[src/hw/rtl/gbs_pkg.sv]
// Shared types and constants for the greedy box suppression block.
package gbs_pkg;

    localparam int MAX_KEPT_DEFAULT   = 256;
    localparam int COORD_BITS_DEFAULT = 16;

    localparam int THR_BITS      = 16;
    localparam int INDEX_BITS    = 16;
    localparam int CFG_ADDR_BITS = 3;
    localparam int CFG_DATA_BITS = 32;

    localparam logic [THR_BITS-1:0] THRESHOLD_RESET = 16'd26214;

    // Register index, taken from the word address bit of paddr.
    localparam logic REG_OVERLAP_THRESHOLD = 1'b0;

    // Compare issued towards the overlap pipeline.
    typedef struct packed {
        logic valid;
        logic last;
    } gbs_issue_t;

    // Outcome of one compare leaving the overlap pipeline.
    typedef struct packed {
        logic valid;
        logic last;
        logic hit;
    } gbs_hit_t;

endpackage

[src/hw/rtl/gbs_iou_pipe.sv]
// Pipelined overlap test of the current box against one stored box per cycle.
module gbs_iou_pipe
    import gbs_pkg::*;
#(
    parameter int COORD_BITS = COORD_BITS_DEFAULT
) (
    input  logic                         clk,
    input  logic                         rst_n,
    input  gbs_issue_t                   issue,
    input  logic [4*COORD_BITS-1:0]      rd_data,
    input  logic signed [COORD_BITS-1:0] cur_left,
    input  logic signed [COORD_BITS-1:0] cur_top,
    input  logic [COORD_BITS-1:0]        cur_width,
    input  logic [COORD_BITS-1:0]        cur_height,
    input  logic [THR_BITS-1:0]          threshold,
    output gbs_hit_t                     result
);

    localparam int CB = COORD_BITS;
    localparam int EW = CB + 2;
    localparam int AW = 2 * CB;
    localparam int UW = AW + 1;
    localparam int PW = UW + THR_BITS;

    function automatic logic [CB-1:0] ovl_len(
        input logic signed [EW-1:0] a0,
        input logic signed [EW-1:0] a1,
        input logic signed [EW-1:0] b0,
        input logic signed [EW-1:0] b1
    );
        logic signed [EW-1:0] lo;
        logic signed [EW-1:0] hi;
        logic signed [EW-1:0] diff;
        lo   = (a0 > b0) ? a0 : b0;
        hi   = (a1 < b1) ? a1 : b1;
        diff = hi - lo;
        return (hi > lo) ? diff[CB-1:0] : '0;
    endfunction

    // Valid/last tags, one per stage.
    gbs_issue_t tag_r_reg, tag_s1_reg, tag_s2_reg, tag_s3_reg, tag_s4_reg;
    gbs_hit_t   hit_reg;

    logic signed [CB-1:0] k_left, k_top;
    logic [CB-1:0]        k_width, k_height;
    logic signed [EW-1:0] a_l, a_r, a_t, a_b, b_l, b_r, b_t, b_b;

    logic [CB-1:0] iw_reg, ih_reg, kw_reg, kh_reg;
    logic [AW-1:0] area_reg, inter_s2_reg, karea_reg;
    logic [AW-1:0] inter_s3_reg, inter_s4_reg;
    logic [UW-1:0] uni_reg;
    logic          uni_nz_reg;
    logic [PW-1:0] prod_reg;
    logic [PW-1:0] lhs;

    assign k_left   = rd_data[4*CB-1:3*CB];
    assign k_top    = rd_data[3*CB-1:2*CB];
    assign k_width  = rd_data[2*CB-1:CB];
    assign k_height = rd_data[CB-1:0];

    assign a_l = EW'(cur_left);
    assign a_t = EW'(cur_top);
    assign a_r = a_l + $signed({2'b00, cur_width});
    assign a_b = a_t + $signed({2'b00, cur_height});
    assign b_l = EW'(k_left);
    assign b_t = EW'(k_top);
    assign b_r = b_l + $signed({2'b00, k_width});
    assign b_b = b_t + $signed({2'b00, k_height});

    assign lhs = {1'b0, inter_s4_reg, {THR_BITS{1'b0}}};

    always_ff @(posedge clk or negedge rst_n)
    begin
        if (!rst_n)
        begin
            tag_r_reg  <= '0;
            tag_s1_reg <= '0;
            tag_s2_reg <= '0;
            tag_s3_reg <= '0;
            tag_s4_reg <= '0;
            hit_reg    <= '0;
        end
        else
        begin
            tag_r_reg     <= issue;
            tag_s1_reg    <= tag_r_reg;
            tag_s2_reg    <= tag_s1_reg;
            tag_s3_reg    <= tag_s2_reg;
            tag_s4_reg    <= tag_s3_reg;
            hit_reg.valid <= tag_s4_reg.valid;
            hit_reg.last  <= tag_s4_reg.last;
            hit_reg.hit   <= tag_s4_reg.valid && uni_nz_reg && (lhs > prod_reg);
        end
    end

    always_ff @(posedge clk)
    begin
        // The current box is held for the whole item, so its area is settled early.
        area_reg     <= cur_width * cur_height;
        iw_reg       <= ovl_len(a_l, a_r, b_l, b_r);
        ih_reg       <= ovl_len(a_t, a_b, b_t, b_b);
        kw_reg       <= k_width;
        kh_reg       <= k_height;
        inter_s2_reg <= iw_reg * ih_reg;
        karea_reg    <= kw_reg * kh_reg;
        uni_reg      <= UW'(area_reg) + UW'(karea_reg) - UW'(inter_s2_reg);
        inter_s3_reg <= inter_s2_reg;
        prod_reg     <= uni_reg * threshold;
        uni_nz_reg   <= (uni_reg != '0);
        inter_s4_reg <= inter_s3_reg;
    end

    assign result = hit_reg;

endmodule

[config.mk]
export PLATFORM = sky130hd
export DESIGN_NAME = gbs_iou_pipe
export DESIGN_NICKNAME = d
export VERILOG_FILES = /design/src/hw/rtl/gbs_pkg.sv /design/src/hw/rtl/gbs_iou_pipe.sv
export SDC_FILE = /design/constraint.sdc
export NUM_CORES = 2
export LEC_CHECK = 0
export BUFFER_PORTS_ARGS = -buffer_cell sky130_fd_sc_hd__buf_2
export CORE_UTILIZATION = 30
export CTS_BUF_LIST = sky130_fd_sc_hd__clkbuf_8
export CTS_CLUSTER_SIZE = 28
export DETAILED_ROUTE_END_ITERATION = 12
export GPL_TIMING_DRIVEN = 0
export SYNTH_ARGS = -nofsm -noshare
export SYNTH_HDL_FRONTEND = slang
export SYNTH_SLANG_ARGS = --single-unit
[constraint.sdc]
create_clock -name clk -period 7.3 [get_ports clk]
set_clock_uncertainty 0.05 [all_clocks]
set_input_delay 1.46 -clock clk [delete_from_list [all_inputs] [get_ports clk]]
set_output_delay 1.46 -clock clk [all_outputs]
set_load 0.02 [all_outputs]
# Word-level counts from Yosys, hierarchy flattened
# Index checks and enable logic that the tools add are counted.
[op_classes]
n_addsub = 8
n_mul = 4
n_lt_le_gt_ge = 7
n_mux = 4
reduce_logical = 3
[ops]
columns = ["op", "n"]
rows = [
  ["16-bit by 16-bit multiplier with 32-bit output", 3],
  ["16-bit by 17-bit adder with 18-bit output", 4],
  ["18-bit 2-to-1 mux", 4],
  ["48-bit by 49-bit greater-than comparator with 1-bit output", 1],
  ["33-bit by 16-bit multiplier with 49-bit output", 1],
  ["18-bit greater-than comparator", 2],
  ["18-bit < comparator", 2],
  ["32-bit by 32-bit adder with 33-bit output", 1],
  ["33-bit nonzero test", 1],
  ["33-bit by 32-bit subtractor with 33-bit output", 1],
  ["16-bit greater-than comparator", 2],
  ["16-bit subtractor", 2],
  ["1-bit logical AND", 2],
]
[totals]
reg_bits = 320
input_bits = 148
output_inout_bits = 3
word_cells = 51

# Logic depth before layout (Yosys ltp)
[logic_depth]
word_depth = 4
ltp_mapped = 35
ltp_nobuf = 34

# Worst setup path after synthesis
# No wires, ideal clock.
[synth_path]
path_type = "input-to-reg"
from = "in rd_data[17]"
to = "reg iw_reg[10]"
setup_time_ns = 0.128
arrival_time_ns = 7.960
required_ns = 7.122
setup_slack_ns = -0.837
cell_stages = 31
n_path_buf = 2
path_cell_list = "ha_1 > a21oi_2 > nor2_1 > a2111oi_2 > o21ai_4 > a21o_1 > a2111oi_0 > nor3_1 > a21oi_1 > xnor2_1 > ha_1 > nand4_1 > nor2_1 > a221oi_2 > o31ai_4 > a21oi_4 > buf_12 > mux2i_1 > ha_1 > inv_1 > fa_1 > a21o_1 > a21oi_1 > o21ai_0 > a21oi_1 > o21ai_1 > a41oi_1 > a21oi_1 > o41ai_2 > clkbuf_1 > nor2_1"
[synth_via]
elab_chain_len = 4
word_cells_on_any_way = 5
cone_classes = "add/sub (2); order compare (2); mux (1)"
[synth_lines]
columns = ["element", "line", "source"]
rows = [
  ["from (decl)", "gbs_iou_pipe.sv:10", "input logic [4*COORD_BITS-1:0] rd_data,"],
  ["16-bit by 17-bit adder with 18-bit output (*)", "gbs_iou_pipe.sv:67", "assign b_r = b_l + $signed({2'b00, k_width});"],
  ["18-bit < comparator", "gbs_iou_pipe.sv:35", "hi = (a1 < b1) ? a1 : b1;"],
  ["18-bit 2-to-1 mux (*)", "gbs_iou_pipe.sv:35", ""],
  ["16-bit subtractor or 18-bit greater-than comparator (tied branches)", "gbs_iou_pipe.sv:36, gbs_iou_pipe.sv:37", ""],
  ["to (signal assigned)", "gbs_iou_pipe.sv:100", "iw_reg <= ovl_len(a_l, a_r, b_l, b_r);"],
  ["to (decl)", "gbs_iou_pipe.sv:48", "logic [CB-1:0] iw_reg, ih_reg, kw_reg, kh_reg;"],
]
# Every way passes the cells marked *; elsewhere a longest branch is shown, timed or not.
# A chain may end at the register's enable or synchronous reset.

# Worst setup path in the final report
[layout_path]
from = "in rd_data[17]"
to = "reg iw_reg[13]"
# The elaborated chain is that of the path after synthesis.

==> flow_summary.ini <==
[placed_design]
placedCellCount = 9259
io_buffer_count = 150
place.gp.congestion = 0.955
detailedPlace.worstSlack_ps = -1740
dp_hpwl_mm = 147
place_area_sq_mm = 0.0625

[timing]
worst_relative_slew_slack = 0.322
finalHoldViolCount = 0
unrepaired_setup_endpoints_after_global_routing = true
setup_violations = 0
setup_ws_ps = 85.9
worst_slew_pin_slew_ps = 1010
maxSlewViolCount = 0
timing.setup.tns_ps = 0
achievable-frequency_mhz = 139
timing.final.crit_share = 0.988
final_period_minus_worst_setup_slack_ps = 7210

[layout]
largest_register_ffs = 49
final_nets = 8686
syn_to_final_growth_pct = 12.4
fill_cells = 20010
share_of_layout_cells_above_drive_strength_1 = 0.0983
fin_cells = 9394
fin_area_sq_mm = 0.0656

[worst_setup_path]
path_delay_family = compound AO/OA/AOI/OAI gates
peak_per_stage_delay_on_the_critical_path_ps = 410
setup.reg_to_reg.worst_slack_ps = 190
worstSetupPathType = primary input to register
critPathMaxFanout = 7
worst_path_most_repeated_cell = a21oi_2
r2r_cells = 24
cp.buffers_inverters = 4
path_depth = 32
required_ps = 7820
worstSetupStartpointType = primary input
ff_to_ff_start = uni_reg[26]
cell_with_the_largest_stage_delay_on_the_worst_path = a2111oi_2
worstPathArrival_ps = 7730
rr_endpoint = prod_reg[48]
setup.worst_path.end_class = register

[synthesis]
cell_area_synth_sq_mm = 0.0584
distinct_cells_synth = 84
synth.yosys.seq_area_share = 0.111
synth_commonest_cells = inv_1, fa_1, nand2_1
netlist_instances = 6583
ys.warnings.count = 0
syn_nets = 8447
ys_ff_latch = 320
synth-edff-count = 0
post-synth-top-area-fraction = 0.361
ys_top_cells_by_area = fa_1, ha_1, dfxtp_1
synth_most_common_cell = inv_1
netlist.top_cell.by_area = fa_1
ys.flop_type = dfxtp_1
avgSynthCellArea_sq_um = 8.87
ys_async_sr_fraction = 0.0406

[die]
io_pins = 151
dieArea_sq_mm = 0.196
starting_density = 0.303
design.core.area_sq_mm = 0.193
rows = 161
die_w_um = 443
die_h_um = 443

[job]
max-cap-violations = 0

[worst_hold_path]
hp-class = register to register
worst_hold_path.endpoint = inter_s4_reg[1]
timing.hold.worst.start = inter_s3_reg[1]
hold-path-cell-count = 0

[detailed_routing]
drc_errors = 0
drt_first_iter_violations = 2990
via_count = 45107
routed_wire_length_mm = 175
detail_route.wl_per_cell_um = 18.6
pre_antenna_drt_iters = 5
drt_via_density = 4.80
drt.antenna.violating_nets = 0

[clocking]
worst_skew_pair.late_latency_ps = 740
tritoncts = yes
clkSlewWorstSetupHoldPaths_ps = 60
clockRootBuffer = clkbuf_8
cts_made_buffers = 54
cts_htree_levels = 2
cts.sink_count = 320
maximum_buffer_depth_of_the_clock_tree = 3

[global_routing]
global_route.usage.met3 = 0.0270
grt_max_degree = 18
globalRouteTotalUtil = 0.178
grt_use_met1 = 0.239
globalRouteMet2Util = 0.295
grt_most_used_layer = met2
grt_pass1_wl_mm = 273
globalRouteOverflowTotal = 0
initial_antenna_violation_count = 18
first_global_vias = 47301

[run_status]
status = finished clean
==> cell families (layout without fill, tap and decap cells) <==
logic type | Yosys count | in the layout | share of synthesized area
AOI/OAI and AO/OA | 708 | 708 | 0.0805
xor gates and xnor gates | 232 | 232 | 0.0348
adders and majority gates | 1717 | 1717 | 0.503
buffers and inverters | 1696 | 1978 | 0.109
DFF | 320 | 320 | 0.111
muxes | 64 | 64 | 0.0115
other | 0 | 3 | 0
and+or+nand+nor | 1846 | 1846 | 0.150
==> metrics by stage <==
step,utilization,hold slack [ps]
finish,0.340,270
global route,0.340,283
CTS,0.333,270
detailed placement,0.324,262
global placement,0.324,264
floorplan,-,260
==> repair_timing <==
action,CTS,global route
endpoints found under the setup margin,66,53
hold endpoints to repair,0,0
hold buffers,0,0
setup buffers,13,34
cloned,0,4
gates resized for setup,240,423
pin swaps,12,81
==> how the worst max path moves through the flow <==
stage	start	to	slack, ps
after floorplan	cur_left[0]	iw_reg[7]	-20
after global placement	cur_width[0]	iw_reg[14]	-1770
after detailed placement	cur_width[0]	iw_reg[10]	-1740
after CTS	cur_left[1]	iw_reg[13]	0.08
after global routing	rd_data[17]	iw_reg[13]	-140
final	rd_data[17]	iw_reg[13]	90
==> routing by layer <==
metal,share of wire,vias up
met1,0.43,22581
li1,-,20646
met3,0.074,321
met5,0.00023,-
met4,0.035,6
met2,0.46,1553
==> cell type report <==
cell class,instances,area (sq um),share of cell area
diodes,3,7.51,0.000114
plain buffers,189,1400,0.0214
clock buffers,65,895,0.0136
clock inverters,34,256,0.00391
inverters,1489,5590,0.0852
multi-input cells,4567,46400,0.707
flip-flops and latches,320,6530,0.0994
well taps,2526,3160,0.0482
repair buffers,201,1390,0.0211
==> placed cells by master, fill, tap and decap left out, drive strengths merged, types with 8 or more instances in the layout <==
cell type | synthesis | final
nor3 | 49 | 49
o31ai | 11 | 11
mux2 | 14 | 14
xnor2 | 149 | 149
a31o | 15 | 15
nor2 | 159 | 159
a211oi | 25 | 25
a21oi | 214 | 214
buf | 6 | 240
and2 | 468 | 468
a31oi | 14 | 14
dfrtp | 13 | 13
xor2 | 83 | 83
dfxtp | 307 | 307
a21boi | 12 | 12
a311oi | 11 | 11
a21o | 101 | 101
inv | 1489 | 1501
o21a | 45 | 45
nor2b | 37 | 37
fa | 1052 | 1052
o21bai | 38 | 38
nand3 | 46 | 46
or3 | 20 | 20
nand2b | 31 | 31
nand4 | 34 | 34
and3 | 24 | 24
clkinv | 0 | 16
o211ai | 14 | 14
nor4 | 17 | 17
o21ai | 131 | 131
mux2i | 50 | 50
clkbuf | 201 | 215
ha | 664 | 664
nand2 | 926 | 926
a211o | 8 | 8
a2111oi | 9 | 9
Power is not shown: default switching activity piles up to over one toggle a cycle in this logic, so the estimate is an artifact.
